===== src/hdl/spc_pkg.sv =====
`timescale 1ns / 1ps
`default_nettype none
// ----------------------------------------------------------------------------
// spc_pkg: shared constants and types of the slotted page compactor
// Sizes of the slot directory store, field widths, result codes, controller
// states and the command/status bundles between controller and datapath.
// ----------------------------------------------------------------------------
package spc_pkg;

  localparam int MaxSlots  = 32;
  localparam int PageBytes = 4096;

  localparam int OffW  = 13;
  localparam int SizeW = 13;
  localparam int SlotW = 6;
  localparam int KindW = 2;

  localparam int IdxW = (MaxSlots > 1) ? $clog2(MaxSlots) : 1;
  localparam int CntW = $clog2(MaxSlots + 1);
  localparam int CurW = $clog2(PageBytes + 1);
  localparam int CmpW = (CurW > SizeW) ? CurW : SizeW;

  localparam int InDataW  = 32;
  localparam int OutDataW = 48;

  typedef enum logic [KindW-1:0] {
    KIND_MOVE = 2'd0,
    KIND_DEL  = 2'd1,
    KIND_DONE = 2'd2
  } result_kind_e;

  typedef enum logic [2:0] {
    ST_LOAD,
    ST_DEL_WAIT,
    ST_DEL_CHK,
    ST_MV_START,
    ST_MV_FILL,
    ST_MV_SCAN,
    ST_MV_EMIT,
    ST_DONE
  } state_e;

  typedef struct packed {
    logic             deleted;
    logic [SizeW-1:0] size;
    logic [OffW-1:0]  offset;
  } entry_t;

  typedef struct packed {
    logic load;
    logic idx_clr;
    logic idx_inc;
    logic best_clr;
    logic exam;
    logic emit_del;
    logic emit_move;
    logic emit_done;
    logic run_clr;
  } cmd_t;

  typedef struct packed {
    logic idx_last;
    logic rd_idx_last;
    logic rd_deleted;
    logic best_found;
    logic out_free;
  } status_t;

endpackage
`default_nettype wire


===== src/hdl/spc_ctrl.sv =====
`timescale 1ns / 1ps
`default_nettype none
// ----------------------------------------------------------------------------
// spc_ctrl: compaction sequencer
// Walks load, deleted-slot sweep, repeated max-offset scans and the final
// done request, issuing commands to the datapath.
// ----------------------------------------------------------------------------
module spc_ctrl
  import spc_pkg::*;
(
  input  wire logic    clk_i,
  input  wire logic    rst_ni,
  input  wire logic    s_axis_tvalid,
  input  wire logic    s_axis_tlast,
  output logic         s_axis_tready,
  input  wire status_t sts_i,
  output cmd_t         cmd_o
);

  state_e state_q, state_d;

  always_ff @(posedge clk_i or negedge rst_ni) begin
    if (!rst_ni) begin
      state_q <= ST_LOAD;
    end else begin
      state_q <= state_d;
    end
  end

  always_comb begin
    state_d       = state_q;
    cmd_o         = '0;
    s_axis_tready = 1'b0;
    case (state_q)
      ST_LOAD: begin
        s_axis_tready = 1'b1;
        if (s_axis_tvalid) begin
          cmd_o.load = 1'b1;
          if (s_axis_tlast) begin
            cmd_o.idx_clr = 1'b1;
            state_d       = ST_DEL_WAIT;
          end
        end
      end
      // let the read data catch up with the index
      ST_DEL_WAIT: begin
        state_d = ST_DEL_CHK;
      end
      ST_DEL_CHK: begin
        if (!sts_i.rd_deleted || sts_i.out_free) begin
          cmd_o.emit_del = sts_i.rd_deleted;
          if (sts_i.idx_last) begin
            state_d = ST_MV_START;
          end else begin
            cmd_o.idx_inc = 1'b1;
            state_d       = ST_DEL_WAIT;
          end
        end
      end
      ST_MV_START: begin
        cmd_o.idx_clr  = 1'b1;
        cmd_o.best_clr = 1'b1;
        state_d        = ST_MV_FILL;
      end
      ST_MV_FILL: begin
        cmd_o.idx_inc = !sts_i.idx_last;
        state_d       = ST_MV_SCAN;
      end
      // one slot examined per cycle, reads run one ahead
      ST_MV_SCAN: begin
        cmd_o.exam    = 1'b1;
        cmd_o.idx_inc = !sts_i.idx_last;
        if (sts_i.rd_idx_last) begin
          state_d = ST_MV_EMIT;
        end
      end
      ST_MV_EMIT: begin
        if (!sts_i.best_found) begin
          state_d = ST_DONE;
        end else if (sts_i.out_free) begin
          cmd_o.emit_move = 1'b1;
          state_d         = ST_MV_START;
        end
      end
      ST_DONE: begin
        if (sts_i.out_free) begin
          cmd_o.emit_done = 1'b1;
          cmd_o.run_clr   = 1'b1;
          state_d         = ST_LOAD;
        end
      end
      default: begin
        state_d = ST_LOAD;
      end
    endcase
  end

endmodule
`default_nettype wire


===== src/hdl/spc_dpath.sv =====
`timescale 1ns / 1ps
`default_nettype none
// ----------------------------------------------------------------------------
// spc_dpath: slot directory store, scan datapath and result register
// Holds the loaded entries in a memory, tracks emitted slots, keeps the best
// candidate of a scan, the free-end cursor and the outgoing result.
// ----------------------------------------------------------------------------
module spc_dpath
  import spc_pkg::*;
(
  input  wire logic                clk_i,
  input  wire logic                rst_ni,
  input  wire cmd_t                cmd_i,
  output status_t                  sts_o,
  input  wire entry_t              entry_i,
  output logic                     out_valid_o,
  input  wire logic                out_ready_i,
  output result_kind_e             out_kind_o,
  output logic [SlotW-1:0]         out_slot_o,
  output logic [OffW-1:0]          out_old_o,
  output logic [OffW-1:0]          out_new_o,
  output logic [SizeW-1:0]         out_size_o,
  output logic                     out_ovf_o,
  output logic                     out_last_o
);

  entry_t            mem_q [MaxSlots];
  entry_t            rd_q;
  logic [IdxW-1:0]   rd_idx_q;
  logic [IdxW-1:0]   idx_q;
  logic [CntW-1:0]   cnt_q;
  logic [MaxSlots-1:0] marks_q;
  logic              best_found_q;
  logic [IdxW-1:0]   best_idx_q;
  logic [OffW-1:0]   best_off_q;
  logic [SizeW-1:0]  best_size_q;
  logic [CurW-1:0]   cursor_q, cursor_d;
  logic              ovf_q, ovf_d;
  logic              out_vld_q;
  logic              cnt_full;
  logic              cand;
  logic              emit_any;

  assign cnt_full = (cnt_q == CntW'(MaxSlots));
  assign emit_any = cmd_i.emit_del | cmd_i.emit_move | cmd_i.emit_done;
  assign cand     = !marks_q[rd_idx_q] && (!best_found_q || (rd_q.offset > best_off_q));

  assign sts_o.idx_last    = (CntW'(idx_q) == cnt_q - CntW'(1));
  assign sts_o.rd_idx_last = (CntW'(rd_idx_q) == cnt_q - CntW'(1));
  assign sts_o.rd_deleted  = rd_q.deleted;
  assign sts_o.best_found  = best_found_q;
  assign sts_o.out_free    = !out_vld_q || out_ready_i;

  // saturate at zero once the live records no longer fit
  always_comb begin
    if (CmpW'(best_size_q) > CmpW'(cursor_q)) begin
      cursor_d = '0;
      ovf_d    = 1'b1;
    end else begin
      cursor_d = cursor_q - CurW'(best_size_q);
      ovf_d    = ovf_q;
    end
  end

  always_ff @(posedge clk_i) begin
    if (cmd_i.load && !cnt_full) begin
      mem_q[cnt_q[IdxW-1:0]] <= entry_i;
    end
  end

  always_ff @(posedge clk_i) begin
    rd_q     <= mem_q[idx_q];
    rd_idx_q <= idx_q;
  end

  always_ff @(posedge clk_i or negedge rst_ni) begin
    if (!rst_ni) begin
      cnt_q        <= '0;
      idx_q        <= '0;
      marks_q      <= '0;
      best_found_q <= 1'b0;
      cursor_q     <= CurW'(PageBytes);
      ovf_q        <= 1'b0;
      out_vld_q    <= 1'b0;
    end else begin
      if (cmd_i.run_clr) begin
        cnt_q <= '0;
      end else if (cmd_i.load && !cnt_full) begin
        cnt_q <= cnt_q + CntW'(1);
      end
      if (cmd_i.idx_clr) begin
        idx_q <= '0;
      end else if (cmd_i.idx_inc) begin
        idx_q <= idx_q + IdxW'(1);
      end
      if (cmd_i.best_clr) begin
        best_found_q <= 1'b0;
      end else if (cmd_i.exam && cand) begin
        best_found_q <= 1'b1;
      end
      if (cmd_i.run_clr) begin
        marks_q  <= '0;
        cursor_q <= CurW'(PageBytes);
        ovf_q    <= 1'b0;
      end else begin
        if (cmd_i.emit_del) begin
          marks_q[rd_idx_q] <= 1'b1;
        end
        if (cmd_i.emit_move) begin
          marks_q[best_idx_q] <= 1'b1;
          cursor_q            <= cursor_d;
          ovf_q               <= ovf_d;
        end
      end
      if (emit_any) begin
        out_vld_q <= 1'b1;
      end else if (out_ready_i) begin
        out_vld_q <= 1'b0;
      end
    end
  end

  // best candidate of the running scan, and the result payload
  always_ff @(posedge clk_i) begin
    if (cmd_i.exam && cand) begin
      best_idx_q  <= rd_idx_q;
      best_off_q  <= rd_q.offset;
      best_size_q <= rd_q.size;
    end
    if (cmd_i.emit_del) begin
      out_kind_o <= KIND_DEL;
      out_slot_o <= SlotW'(rd_idx_q);
      out_old_o  <= rd_q.offset;
      out_new_o  <= rd_q.offset;
      out_size_o <= '0;
      out_ovf_o  <= 1'b0;
      out_last_o <= 1'b0;
    end else if (cmd_i.emit_move) begin
      out_kind_o <= KIND_MOVE;
      out_slot_o <= SlotW'(best_idx_q);
      out_old_o  <= best_off_q;
      out_new_o  <= OffW'(cursor_d);
      out_size_o <= best_size_q;
      out_ovf_o  <= ovf_d;
      out_last_o <= 1'b0;
    end else if (cmd_i.emit_done) begin
      out_kind_o <= KIND_DONE;
      out_slot_o <= '0;
      out_old_o  <= '0;
      out_new_o  <= OffW'(cursor_q);
      out_size_o <= '0;
      out_ovf_o  <= ovf_q;
      out_last_o <= 1'b1;
    end
  end

  assign out_valid_o = out_vld_q;

endmodule
`default_nettype wire


===== src/hdl/slotted_page_compactor.sv =====
`timescale 1ns / 1ps
`default_nettype none
// Loading accepts one directory entry per cycle; the entry with tlast starts compaction.
// Deleted-slot sweep: each stored slot waits for its memory read (registered on the scan index), then is checked.
// Each scan of the stored slots runs on the single registered read port; there is one
// scan per move request plus a final scan that finds nothing, then the done request.
// Every request waits while the output register holds an earlier one that is not yet taken.
// Reset (async, active low) clears control state only; the directory needs no clearing pass.
// ----------------------------------------------------------------------------
// slotted_page_compactor: top level
// Takes a page's slot directory and issues size-cleared, move and done
// requests that pack live records against the page end.
// ----------------------------------------------------------------------------
module slotted_page_compactor
  import spc_pkg::*;
(
  input  wire logic                clk_i,
  input  wire logic                rst_ni,
  input  wire logic                s_axis_tvalid,
  output logic                     s_axis_tready,
  input  wire logic [InDataW-1:0]  s_axis_tdata,   // entry_offset[12:0], entry_size[25:13]
  input  wire logic                s_axis_tuser,   // entry_deleted
  input  wire logic                s_axis_tlast,   // entry_last
  output logic                     m_axis_tvalid,
  input  wire logic                m_axis_tready,
  output logic [OutDataW-1:0]      m_axis_tdata,   // slot_number[5:0], old_offset[18:6],
                                                   // new_offset[31:19], record_size[44:32],
                                                   // overflow[45]
  output logic [KindW-1:0]         m_axis_tuser,   // result_kind
  output logic                     m_axis_tlast    // final_res
);

  cmd_t         cmd;
  status_t      sts;
  entry_t       entry;
  result_kind_e out_kind;
  logic [SlotW-1:0] out_slot;
  logic [OffW-1:0]  out_old;
  logic [OffW-1:0]  out_new;
  logic [SizeW-1:0] out_size;
  logic             out_ovf;

  assign entry.offset  = s_axis_tdata[OffW-1:0];
  assign entry.size    = s_axis_tdata[OffW+SizeW-1:OffW];
  assign entry.deleted = s_axis_tuser;

  spc_ctrl u_ctrl (
    .clk_i         (clk_i),
    .rst_ni        (rst_ni),
    .s_axis_tvalid (s_axis_tvalid),
    .s_axis_tlast  (s_axis_tlast),
    .s_axis_tready (s_axis_tready),
    .sts_i         (sts),
    .cmd_o         (cmd)
  );

  spc_dpath u_dpath (
    .clk_i       (clk_i),
    .rst_ni      (rst_ni),
    .cmd_i       (cmd),
    .sts_o       (sts),
    .entry_i     (entry),
    .out_valid_o (m_axis_tvalid),
    .out_ready_i (m_axis_tready),
    .out_kind_o  (out_kind),
    .out_slot_o  (out_slot),
    .out_old_o   (out_old),
    .out_new_o   (out_new),
    .out_size_o  (out_size),
    .out_ovf_o   (out_ovf),
    .out_last_o  (m_axis_tlast)
  );

  assign m_axis_tuser = out_kind;
  assign m_axis_tdata = {2'b00, out_ovf, out_size, out_new, out_old, out_slot};

  // the done request is always the end of a run and carries no slot
  a_done_kind : assert property (@(posedge clk_i) disable iff (!rst_ni)
    m_axis_tvalid && m_axis_tlast |-> (m_axis_tuser == KIND_DONE) && (out_slot == '0))
    else $error("done request with wrong kind or slot");

  // a deleted slot never moves bytes and never reports overflow
  a_del_clean : assert property (@(posedge clk_i) disable iff (!rst_ni)
    m_axis_tvalid && (m_axis_tuser == KIND_DEL) |-> (out_size == '0) && !out_ovf
      && (out_old == out_new))
    else $error("deleted slot request carries size or overflow");

  // hold a stalled request unchanged until it is taken
  a_hold : assert property (@(posedge clk_i) disable iff (!rst_ni)
    m_axis_tvalid && !m_axis_tready |=> m_axis_tvalid && $stable(m_axis_tdata)
      && $stable(m_axis_tuser) && $stable(m_axis_tlast))
    else $error("request changed while stalled");

endmodule
`default_nettype wire


===== config.mk =====
export PLATFORM = sky130hd
export DESIGN_NAME = slotted_page_compactor
export DESIGN_NICKNAME = d
export VERILOG_FILES = /design/src/hdl/spc_pkg.sv /design/src/hdl/spc_ctrl.sv /design/src/hdl/spc_dpath.sv /design/src/hdl/slotted_page_compactor.sv
export SDC_FILE = /design/constraint.sdc
export NUM_CORES = 1
export LEC_CHECK = 0
export BUFFER_PORTS_ARGS = -buffer_cell sky130_fd_sc_hd__buf_2
export CELL_PAD_IN_SITES_DETAIL_PLACEMENT = 1
export CELL_PAD_IN_SITES_GLOBAL_PLACEMENT = 1
export CORE_AREA = 2 2 308 249
export CTS_CLUSTER_DIAMETER = 50
export DETAILED_ROUTE_END_ITERATION = 7
export DIE_AREA = 0 0 310 251
export HOLD_SLACK_MARGIN = 0.12
export PLACE_DENSITY_LB_ADDON = 0.1
export SLEW_MARGIN = 20
export SYNTH_ARGS = -nofsm -noshare
export SYNTH_HDL_FRONTEND = slang
export SYNTH_HIERARCHICAL = 1
export SYNTH_SLANG_ARGS = --single-unit

===== constraint.sdc =====
create_clock -name clk_i -period 5.9 [get_ports clk_i]
set_input_delay 0.59 -clock clk_i [delete_from_list [all_inputs] [get_ports clk_i]]
set_output_delay 0.59 -clock clk_i [all_outputs]
set_load 0.05 [all_outputs]

==> impl_metrics.env, run 1 <==
export IMPL_status="finished clean"
export IMPL_cts_sink_count=1036
export IMPL_finalSetupViolCount=0
export IMPL_clock_skew_ns=0.0266
export IMPL_hold_viol=0
export IMPL_path_class="reg2reg"
export IMPL_grt_pass1_vias=21300
export IMPL_rr_worst_depth=8
export IMPL_final_nets=2192
export IMPL_drt_total_wl_um=97900
export IMPL_synth_edf_count=926
export IMPL_synth_seq_cells=1036
export IMPL_drtAntennaViolNets=0
export IMPL_grt_max_degree=91
export IMPL_die_w_um=310
export IMPL_ys_seq_area_frac=0.744
export IMPL_finalCritPeriodShare=0.721
export IMPL_syn_inst=1987
export IMPL_dp_hpwl_um=57400
export IMPL_reg2reg_setup_slack_ns=1.65
export IMPL_synth_ff_type="edfxtp_1"
export IMPL_initial_core_util=0.545
export IMPL_crit_path_start_kind="flop"
export IMPL_layout_min_cycle_time_ns=4.25
export IMPL_p_leak_nw=15.1
export IMPL_slew_headroom=0.261
export IMPL_root_buffer="clkbuf_16"
export IMPL_wl_per_cell_um=30.4
export IMPL_coreArea_um2=74800
export IMPL_vias_per_cell=6.27
export IMPL_grt_overflow=0
export IMPL_final_area_um2=46100
export IMPL_endpoint_kind="flop"
export IMPL_worst_slew_pin_slew_ns=1.11
export IMPL_fp_row_count=90
export IMPL_worstHoldStart="m_axis_tready"
export IMPL_cts_made_buffers=104
export IMPL_syn_area_per_cell_um2=20.5
export IMPL_power_density_nw_per_um2=456
export IMPL_port_buffers=81
export IMPL_ctsResizeCount=0
export IMPL_drv_cap=0
export IMPL_synth_warnings=6
export IMPL_gp_congestion=0.825
export IMPL_worstReg2RegStart="u_dpath/cnt_q[0]"
export IMPL_die_area_um2=77800
export IMPL_dr_total_vias=20200
export IMPL_worstPathArrival_ns=4.59
export IMPL_cts_setup_buffers=0
export IMPL_clock_latency_ns=0.67
export IMPL_layout_drive_gt1_share=0.295
export IMPL_critPathRequiredTime_ns=6.23
export IMPL_placed_area_um2=42700
export IMPL_r2r_end="u_dpath/mem_q[27][4]"
export IMPL_seqCellArea_um2=30300
export IMPL_slew_violations=0
export IMPL_detail_route_iter0_violations=2142
export IMPL_drtPass1Iterations=5
export IMPL_syn_area_um2=40800
export IMPL_antenna_found_initial=1
export IMPL_max_clock_path_buffers=3
export IMPL_ios=91
export IMPL_htree_levels=3
export IMPL_die_y_um=251
export IMPL_clk_pin_slew_worst_paths_ns=0.06
export IMPL_synth_cell_type_count=63
export IMPL_drc=0
export IMPL_cp_max_fo=15
export IMPL_vdd_drop_max_mv=0.288
export IMPL_cts_tree="done"
export IMPL_whs_endpoint="u_dpath/out_valid_o"
export IMPL_grt_setup_unrepaired="no"
export IMPL_async_reset_ff_frac=0.0598
export IMPL_tns_ns=0
export IMPL_nFillCells=6260
export IMPL_multiInputGateArea_um2=10000
export IMPL_hold_depth=3
export IMPL_grt_usage=0.261
export IMPL_syn2layout_area_growth_pct=13.1
export IMPL_fmax_mhz=235
export IMPL_min_path_type="in2reg"
export IMPL_grt_pass1_wl_um=145000
## cells in the mapped netlist, types with 4 or more instances
| library cell | number | area, µm² |
|---|---|---|
| edfxtp_1 | 926 | 27800 |
| mux4_2 | 279 | 6280 |
| nor2_1 | 101 | 379 |
| dfrtp_1 | 61 | 1530 |
| clkbuf_1 | 55 | 206 |
| dfxtp_1 | 48 | 961 |
| a21oi_1 | 44 | 220 |
| inv_1 | 43 | 161 |
| nand2_1 | 37 | 139 |
| mux2_2 | 33 | 372 |
| ha_1 | 31 | 388 |
| buf_2 | 26 | 130 |
| a221oi_1 | 25 | 219 |
| nor3_1 | 24 | 120 |
| nor3b_1 | 21 | 158 |
| a22o_1 | 19 | 166 |
| buf_1 | 18 | 67.6 |
| o21ai_0 | 17 | 85.1 |
| xnor2_1 | 17 | 149 |
| nor2b_1 | 13 | 81.3 |
| xor2_1 | 13 | 114 |
| nand3_1 | 12 | 60.1 |
| nand4_1 | 12 | 75.1 |
| buf_4 | 9 | 67.6 |
| nand2b_1 | 9 | 56.3 |
| o21a_1 | 8 | 60.1 |
| a21o_1 | 7 | 52.6 |
| nand3b_1 | 7 | 52.6 |
| o31ai_1 | 6 | 45.0 |
| or3_1 | 6 | 37.5 |
| mux2i_1 | 5 | 50.1 |
| a22oi_1 | 4 | 30.0 |
## logic make-up after synthesis
kind of cell,synth area share
adders and majority gates,0.0100
other,0.000184
and+or+nand+nor,0.0305
xor gates and xnor gates,0.00645
DFF,0.744
AOI/OAI and AO/OA,0.0281
buffers and inverters,0.0164
muxes,0.165
## worst max path at each step
stage | to | startpoint | cells after the start
after detailed placement | u_dpath/mem_q[27][3] | u_dpath/cnt_q[0] | 8
after floorplan | u_dpath/mem_q[7][0] | u_ctrl/state_q[2] | 6
after global routing | u_dpath/mem_q[27][4] | u_dpath/cnt_q[0] | 8
after CTS | u_dpath/mem_q[27][7] | u_dpath/cnt_q[0] | 8
after global placement | u_dpath/mem_q[30][9] | u_dpath/cnt_q[0] | 8
final | u_dpath/mem_q[27][4] | u_dpath/cnt_q[0] | 8
## registers in the layout (all words and copies together), names as in the netlist, 13 cells and up
signal and cells:
u_dpath/best_size_q 13, u_dpath/best_off_q 13, u_dpath/mem_q 864, u_dpath/out_size_o 13
u_dpath/marks_q 32, u_dpath/rd_q 26, u_dpath/cursor_q 13, u_dpath/out_old_o 13
u_dpath/out_new_o 13
## layer usage
metal,track usage,vias to the layer above,wire (µm)
li1,-,8435,-
met1,0.375,10800,41000
met2,0.406,745,46900
met3,0.0540,172,7070
met4,0.0835,0,2970
met5,0,-,0
## report_power, final
group	switching, mW	internal [mW]	leakage (nW)
logic	2.79	2.51	3.87
clock network	2.76	3.67	1.64
registers	0.713	8.56	9.57
total	6.27	14.7	15.1
## worst max-delay path, stage by stage (launching register included)
cell	delay, ns
dfrtp_1	0.55
inv_1	0.12
ha_1	0.27
nor3b_1	0.18
nor2b_1	0.20
a21boi_1	0.55
nand2_1	0.62
nor2_4	0.97
buf_4	0.44
## cells in the final DEF, fill, tap and decap left out, drive strengths merged, types with 37 or more instances in the layout
cell type	synthesis	routed
inv	43	50
edfxtp	926	926
buf	56	138
dfxtp	48	48
nor2	101	101
clkinv	0	48
a21oi	45	45
dfrtp	61	61
mux4	279	279
clkbuf	55	123
nand2	37	37
## timing repair
action	CTS	global route
hold buffers	1	0
endpoints found under the setup margin	0	0
hold endpoints to repair	10	0
## stage by stage
step / instances / setup WS, ns / power [mW] / util / hold slack, ns
after detailed placement: 3027 / 1.78 / 14.8 / 0.572 / 0.395
after global placement: 3022 / 1.86 / 14.6 / 0.570 / 0.394
after CTS: 3216 / 1.74 / 21.2 / 0.617 / 0.236
after global routing: 3217 / 1.47 / 21.9 / 0.617 / 0.292
final: 3218 / 1.65 / 21.0 / 0.617 / 0.265
after floorplan: 1988 / 0.794 / 13.1 / - / 0.294
## cell type report
cell class | count | area share
antenna | 2 | 0.000109
timing repair buffer | 139 | 0.0209
inverter | 43 | 0.00350
tap | 1012 | 0.0275
sequential | 1036 | 0.658
multi-input combinational | 798 | 0.217
clock buffer | 123 | 0.0591
clock inverter | 65 | 0.0135
Note: power is estimated with default switching activity, not from simulation.
==> run 2, diff against run 1 <==
--- a/config.mk
+++ b/config.mk
@@ -8,10 +8,10 @@
 export BUFFER_PORTS_ARGS = -buffer_cell sky130_fd_sc_hd__buf_2
 export CELL_PAD_IN_SITES_DETAIL_PLACEMENT = 1
 export CELL_PAD_IN_SITES_GLOBAL_PLACEMENT = 1
-export CORE_AREA = 2 2 308 249
+export CORE_AREA = 2 2 323 261
 export CTS_CLUSTER_DIAMETER = 50
 export DETAILED_ROUTE_END_ITERATION = 7
-export DIE_AREA = 0 0 310 251
+export DIE_AREA = 0 0 325 263
 export HOLD_SLACK_MARGIN = 0.12
 export PLACE_DENSITY_LB_ADDON = 0.1
 export SLEW_MARGIN = 20
==> constraint.sdc (replaced) <==
create_clock -name clk_i -period 3.8 [get_ports clk_i]
set_input_delay 0.38 -clock clk_i [delete_from_list [all_inputs] [get_ports clk_i]]
set_output_delay 0.38 -clock clk_i [all_outputs]
set_load 0.05 [all_outputs]
==> run 2 against run 1 <==
- worst setup slack got worse by 1.1 ns
- critical path depth is 1 higher
- clock power increased by 59%
- sequential cell count did not move
- count of clock-buffer cells in the layout is 13 higher
- first-iteration DRC count decreased by 1.8%
- clock skew is 0.012 ns lower
- critical endpoint is now u_dpath/mem_q[30][7]
- combinational power grew 66%
- critical path type unchanged
- power is 58% higher
==> impl_metrics.env, run 2 (synthesis gave the netlist of run 1 again) <==
export IMPL_endpoint_kind="flop"
export IMPL_grt_pass1_wl_um=150000
export IMPL_finalPower_mw=33.2
export IMPL_final_nets=2225
export IMPL_initial_core_util=0.497
export IMPL_placed_area_um2=43400
export IMPL_hold_depth=1
export IMPL_clock_skew_ns=0.0147
export IMPL_hold_viol=0
export IMPL_final_common_cell="edfxtp_1"
export IMPL_drv_cap=0
export IMPL_critical_path_startpoint="u_dpath/cnt_q[0]"
export IMPL_cts_made_buffers=104
export IMPL_multiInputGateArea_um2=10100
export IMPL_whs_ns=0.203
export IMPL_htree_levels=3
export IMPL_fmax_mhz=307
export IMPL_slew_violations=0
export IMPL_grt_setup_unrepaired="no"
export IMPL_ios=91
export IMPL_final_cell_mix="edfxtp_1, mux4_2, clkbuf_16"
export IMPL_die_w_um=325
export IMPL_worstHoldStart="s_axis_tdata[20]"
export IMPL_whs_endpoint="u_dpath/mem_q[31][20]"
export IMPL_nFillCells=7013
export IMPL_path_class="reg2reg"
export IMPL_power_density_nw_per_um2=709
export IMPL_port_buffers=81
export IMPL_slew_headroom=0.334
export IMPL_drc=0
export IMPL_grt_overflow=0
export IMPL_vias_per_cell=6.09
export IMPL_finalCritPeriodShare=0.858
export IMPL_seqCellArea_um2=30300
export IMPL_detail_route_iter0_violations=2103
export IMPL_drtAntennaViolNets=0
export IMPL_r2r_end="u_dpath/mem_q[30][7]"
export IMPL_critPathRequiredTime_ns=4.09
export IMPL_clock_latency_ns=0.66
export IMPL_dp_hpwl_um=58600
export IMPL_wl_per_cell_um=30.4
export IMPL_finalWorstSetupSlack_ns=0.540
export IMPL_grt_usage=0.244
export IMPL_cp_max_fo=27
export IMPL_syn2layout_area_growth_pct=15.0
export IMPL_grt_pass1_vias=21400
export IMPL_crit_path_start_kind="flop"
export IMPL_clk_pin_slew_worst_paths_ns=0.06
export IMPL_reg2reg_setup_slack_ns=0.54
export IMPL_vdd_drop_max_mv=0.491
export IMPL_cts_setup_buffers=0
export IMPL_drt_total_wl_um=102000
export IMPL_worstReg2RegStart="u_dpath/cnt_q[0]"
export IMPL_cts_sink_count=1036
export IMPL_grt_max_degree=71
export IMPL_rr_worst_depth=9
export IMPL_final_area_um2=46900
export IMPL_worst_slew_pin_slew_ns=0.996
export IMPL_antenna_found_initial=4
export IMPL_coreArea_um2=82000
export IMPL_status="finished clean"
export IMPL_worstPathArrival_ns=3.55
export IMPL_max_clock_path_buffers=3
export IMPL_root_buffer="clkbuf_16"
export IMPL_cts_tree="done"
export IMPL_min_path_type="in2reg"
export IMPL_largest_reg_flops=864
export IMPL_die_area_um2=85500
export IMPL_layout_drive_gt1_share=0.307
export IMPL_p_leak_nw=15.4
export IMPL_finalSetupViolCount=0
export IMPL_die_y_um=263
export IMPL_fp_row_count=94
export IMPL_dp_worst_setup_slack_ns=0.569
export IMPL_fin_util=0.572
export IMPL_dr_total_vias=20400
export IMPL_gp_congestion=0.811
export IMPL_layout_min_cycle_time_ns=3.26
export IMPL_drtPass1Iterations=5
run 2: changes by cell type in the layout (fill, tap and decap cells not counted), sizes merged:
cell / before / now
dlygate4sd3: 1 / 6
buf: 138 / 166
inv: 50 / 48
clkinvlp: 2 / 5
diode: 2 / 5
clkinv: 48 / 40
bufinv: 8 / 9
clkbuf: 123 / 136
run 2: report_power, final:
group / switching [mW] / internal, mW / leakage, nW
Combinational: 4.67 / 4.15 / 4.10
Sequential: 0.903 / 13.3 / 9.57
Clock: 4.31 / 5.92 / 1.68
run 2: cell type report:
type / instances / area share
multi-input cells: 798 / 0.215
inverters: 43 / 0.00344
repair buffers: 172 / 0.0318
clock buffers: 136 / 0.0607
diodes: 5 / 0.000267
well taps: 1104 / 0.0295
flip-flops and latches: 1036 / 0.647
clock inverters: 59 / 0.0123
run 2: worst max-delay path, cell delays in order (launching register included):
cell      delay [ns]
dfrtp_1         0.55
inv_1           0.12
ha_1            0.27
nor3b_1         0.17
nor2b_1         0.17
a21boi_1        0.53
nand2_1         0.12
buf_4           0.24
nor2_4          0.11
buf_4           0.57
run 2: repair_timing:
action	in CTS	in global routing
endpoints found under the hold margin	67	0
resized for setup	0	0
hold buffers	6	0
run 2: how the worst max path moves through the flow:
stage,endpoint,cells after the start
finish,u_dpath/mem_q[30][7],9
global route,u_dpath/mem_q[30][7],9
CTS,u_dpath/mem_q[30][7],9
detailed placement,u_dpath/mem_q[31][9],9
global placement,u_dpath/mem_q[3][14],9
floorplan,u_dpath/mem_q[11][0],6
run 2: through the flow:
step / TNS, ns / cells
finish: 0 / 3353
global route: 0 / 3348
CTS: 0 / 3348
detailed placement: 0 / 3147
global placement: 0 / 3147
floorplan: -32.20 / 1988
run 2: routing by layer:
layer / vias up / track usage / share of wire
met5: - / 0 / 0.000069
met4: 2 / 0.0641 / 0.023
met3: 145 / 0.0451 / 0.066
met2: 669 / 0.372 / 0.47
met1: 11100 / 0.366 / 0.44
li1: 8527 / - / -
==> run 3, diff against run 2 <==
--- a/config.mk
+++ b/config.mk
@@ -9,6 +9,7 @@
 export CELL_PAD_IN_SITES_DETAIL_PLACEMENT = 1
 export CELL_PAD_IN_SITES_GLOBAL_PLACEMENT = 1
 export CORE_AREA = 2 2 323 261
+export CTS_BUF_LIST = sky130_fd_sc_hd__clkbuf_8 sky130_fd_sc_hd__clkbuf_16
 export CTS_CLUSTER_DIAMETER = 50
 export DETAILED_ROUTE_END_ITERATION = 7
 export DIE_AREA = 0 0 325 263
==> run 3 against run 2 <==
- sequential power is essentially flat
- final area is essentially flat
- clock skew grew 0.0024 ns
- hold slack gained 0.0024 ns
- largest power group unchanged
==> impl_metrics.env, run 3 (synthesis gave the netlist of run 1 again) <==
export IMPL_finalSetupViolCount=0
export IMPL_tns_ns=0
export IMPL_gp_congestion=0.811
export IMPL_min_path_type="in2reg"
export IMPL_drt_total_wl_um=102000
export IMPL_grt_overflow=0
export IMPL_grt_max_degree=71
export IMPL_drv_cap=0
export IMPL_layout_drive_gt1_share=0.307
export IMPL_path_class="reg2reg"
export IMPL_cts_sink_count=1036
export IMPL_slew_violations=0
export IMPL_grt_pass1_wl_um=150000
export IMPL_worst_slew_pin_slew_ns=0.988
export IMPL_p_int_mw=23.3
export IMPL_placed_area_um2=43400
export IMPL_endpoint_kind="flop"
export IMPL_p_leak_nw=15.5
export IMPL_fmax_mhz=308
export IMPL_wl_per_cell_um=30.4
export IMPL_worstPathCellList="inv_1 > ha_1 > nor3b_1 > nor2b_1 > a21boi_1 > nand2_1 > buf_4 > nor2_4 > buf_4"
export IMPL_critPathRequiredTime_ns=4.09
export IMPL_vdd_drop_max_mv=0.493
export IMPL_cts_tree="done"
export IMPL_whs_ns=0.206
export IMPL_cts_made_buffers=104
export IMPL_ios=91
export IMPL_critical_path_buf_inv_count=3
export IMPL_final_cell_mix="edfxtp_1, mux4_2, clkbuf_16"
export IMPL_max_stage_delay_ns=0.57
export IMPL_power_density_nw_per_um2=708
export IMPL_pwr_share_seq=0.428
export IMPL_fin_cells=3350
export IMPL_dr_total_vias=20400
export IMPL_max_clock_path_buffers=3
export IMPL_die_area_um2=85500
export IMPL_hold_viol=0
export IMPL_syn2layout_area_growth_pct=15.0
export IMPL_worstPathArrival_ns=3.54
export IMPL_grt_setup_unrepaired="no"
export IMPL_clock_latency_ns=0.66
export IMPL_drtAntennaViolNets=0
export IMPL_final_common_cell="edfxtp_1"
export IMPL_p_clk_frac=0.306
export IMPL_largest_reg_flops=864
export IMPL_clk_pin_slew_worst_paths_ns=0.07
export IMPL_comb_power_share=0.266
export IMPL_crit_path_start_kind="flop"
export IMPL_final_nets=2225
export IMPL_port_buffers=81
export IMPL_dp_hpwl_um=58600
export IMPL_status="finished clean"
export IMPL_worst_path_most_repeated_cell="buf_4"
export IMPL_die_w_um=325
export IMPL_antenna_found_initial=4
export IMPL_fp_row_count=94
export IMPL_coreArea_um2=82000
export IMPL_placed_cells=3147
export IMPL_ctsResizeCount=0
export IMPL_root_buffer="clkbuf_16"
export IMPL_htree_levels=3
export IMPL_clock_skew_ns=0.0171
export IMPL_die_y_um=263
export IMPL_layout_min_cycle_time_ns=3.25
export IMPL_power_switching_mw=9.88
export IMPL_initial_core_util=0.497
export IMPL_grt_pass1_vias=21400
export IMPL_cp_slowest_cell="buf_4"
export IMPL_finalCritPeriodShare=0.856
export IMPL_grt_usage=0.244
export IMPL_vias_per_cell=6.08
export IMPL_detail_route_iter0_violations=2121
export IMPL_path_delay_family="buffers and inverters"
export IMPL_final_area_um2=46900
export IMPL_cts_setup_buffers=0
export IMPL_cp_max_fo=27
export IMPL_swShare=0.298
export IMPL_slew_headroom=0.339
export IMPL_drtPass1Iterations=5
export IMPL_drc=0
==> run 3: power by group through the flow <==
| stage | clock network, mW | logic, mW | registers, mW |
|---|---|---|---|
| after floorplan | 0 | 6.06 | 14.3 |
| after CTS | 10.4 | 8.97 | 14.2 |
| after global routing | 10.8 | 9.47 | 14.3 |
| after detailed placement | 0 | 8.91 | 14.4 |
| final | 10.2 | 8.81 | 14.2 |
| after global placement | 0 | 8.74 | 14.4 |
==> run 3: per-layer routing <==
| layer | up-vias | track usage | wire length (µm) |
|---|---|---|---|
| met5 | - | 0 | 7 |
| met4 | 2 | 0.0641 | 2290 |
| met3 | 142 | 0.0451 | 6760 |
| met2 | 652 | 0.372 | 47700 |
| met1 | 11100 | 0.366 | 45000 |
| li1 | 8520 | - | - |
==> run 3: path summary, 6_finish.rpt <==
path                             startpoint  cells past startpoint  slack [ns]                      end
setup / recovery           u_dpath/cnt_q[0]                      9        0.55     u_dpath/mem_q[31][9]
hold / removal             s_axis_tdata[16]                      1        0.21    u_dpath/mem_q[21][16]
setup reg to reg           u_dpath/cnt_q[0]                      9        0.55     u_dpath/mem_q[31][9]
hold reg to reg            u_dpath/rd_q[25]                      0        0.40  u_dpath/best_size_q[12]
max in group asynchronous            rst_ni                      3        2.73         u_dpath/idx_q[1]
min in group asynchronous            rst_ni                      3        0.43      u_dpath/cursor_q[2]
==> run 3: through the flow <==
| stage | utilization | power [mW] | setup WS [ns] |
|---|---|---|---|
| final | 0.572 | 33.2 | 0.548 |
| after global routing | 0.572 | 34.6 | 0.321 |
| after CTS | 0.572 | 33.6 | 0.540 |
| after detailed placement | 0.529 | 23.3 | 0.569 |
| after global placement | 0.529 | 23.1 | 0.647 |
| after floorplan | - | 20.4 | -0.176 |
==> run 3: final cells by class <==
cell class              count  area (µm²)
inverters                  43         161
clock inverters            83         667
fillers                  7009       35100
multi-input cells         798       10100
diodes                      2        5.00
flip-flops and latches   1036       30300
repair buffers            172        1490
clock buffers             112        2760
well taps                1104        1380
==> run 3: worst register-to-register path: cells and delay by family (launching register included) <==
kind            cells  cell delay, ns
compound gates      1            0.53
fa+ha+maj           1            0.27
buf+inv             3            0.94
simple gates        4            0.57
flops               1            0.55
==> run 3: repair_timing <==
action | 4_1_cts | 5_1_grt
hold endpoints to repair | 67 | 0
endpoints found under the setup margin | 0 | 0
hold buffers | 6 | 0
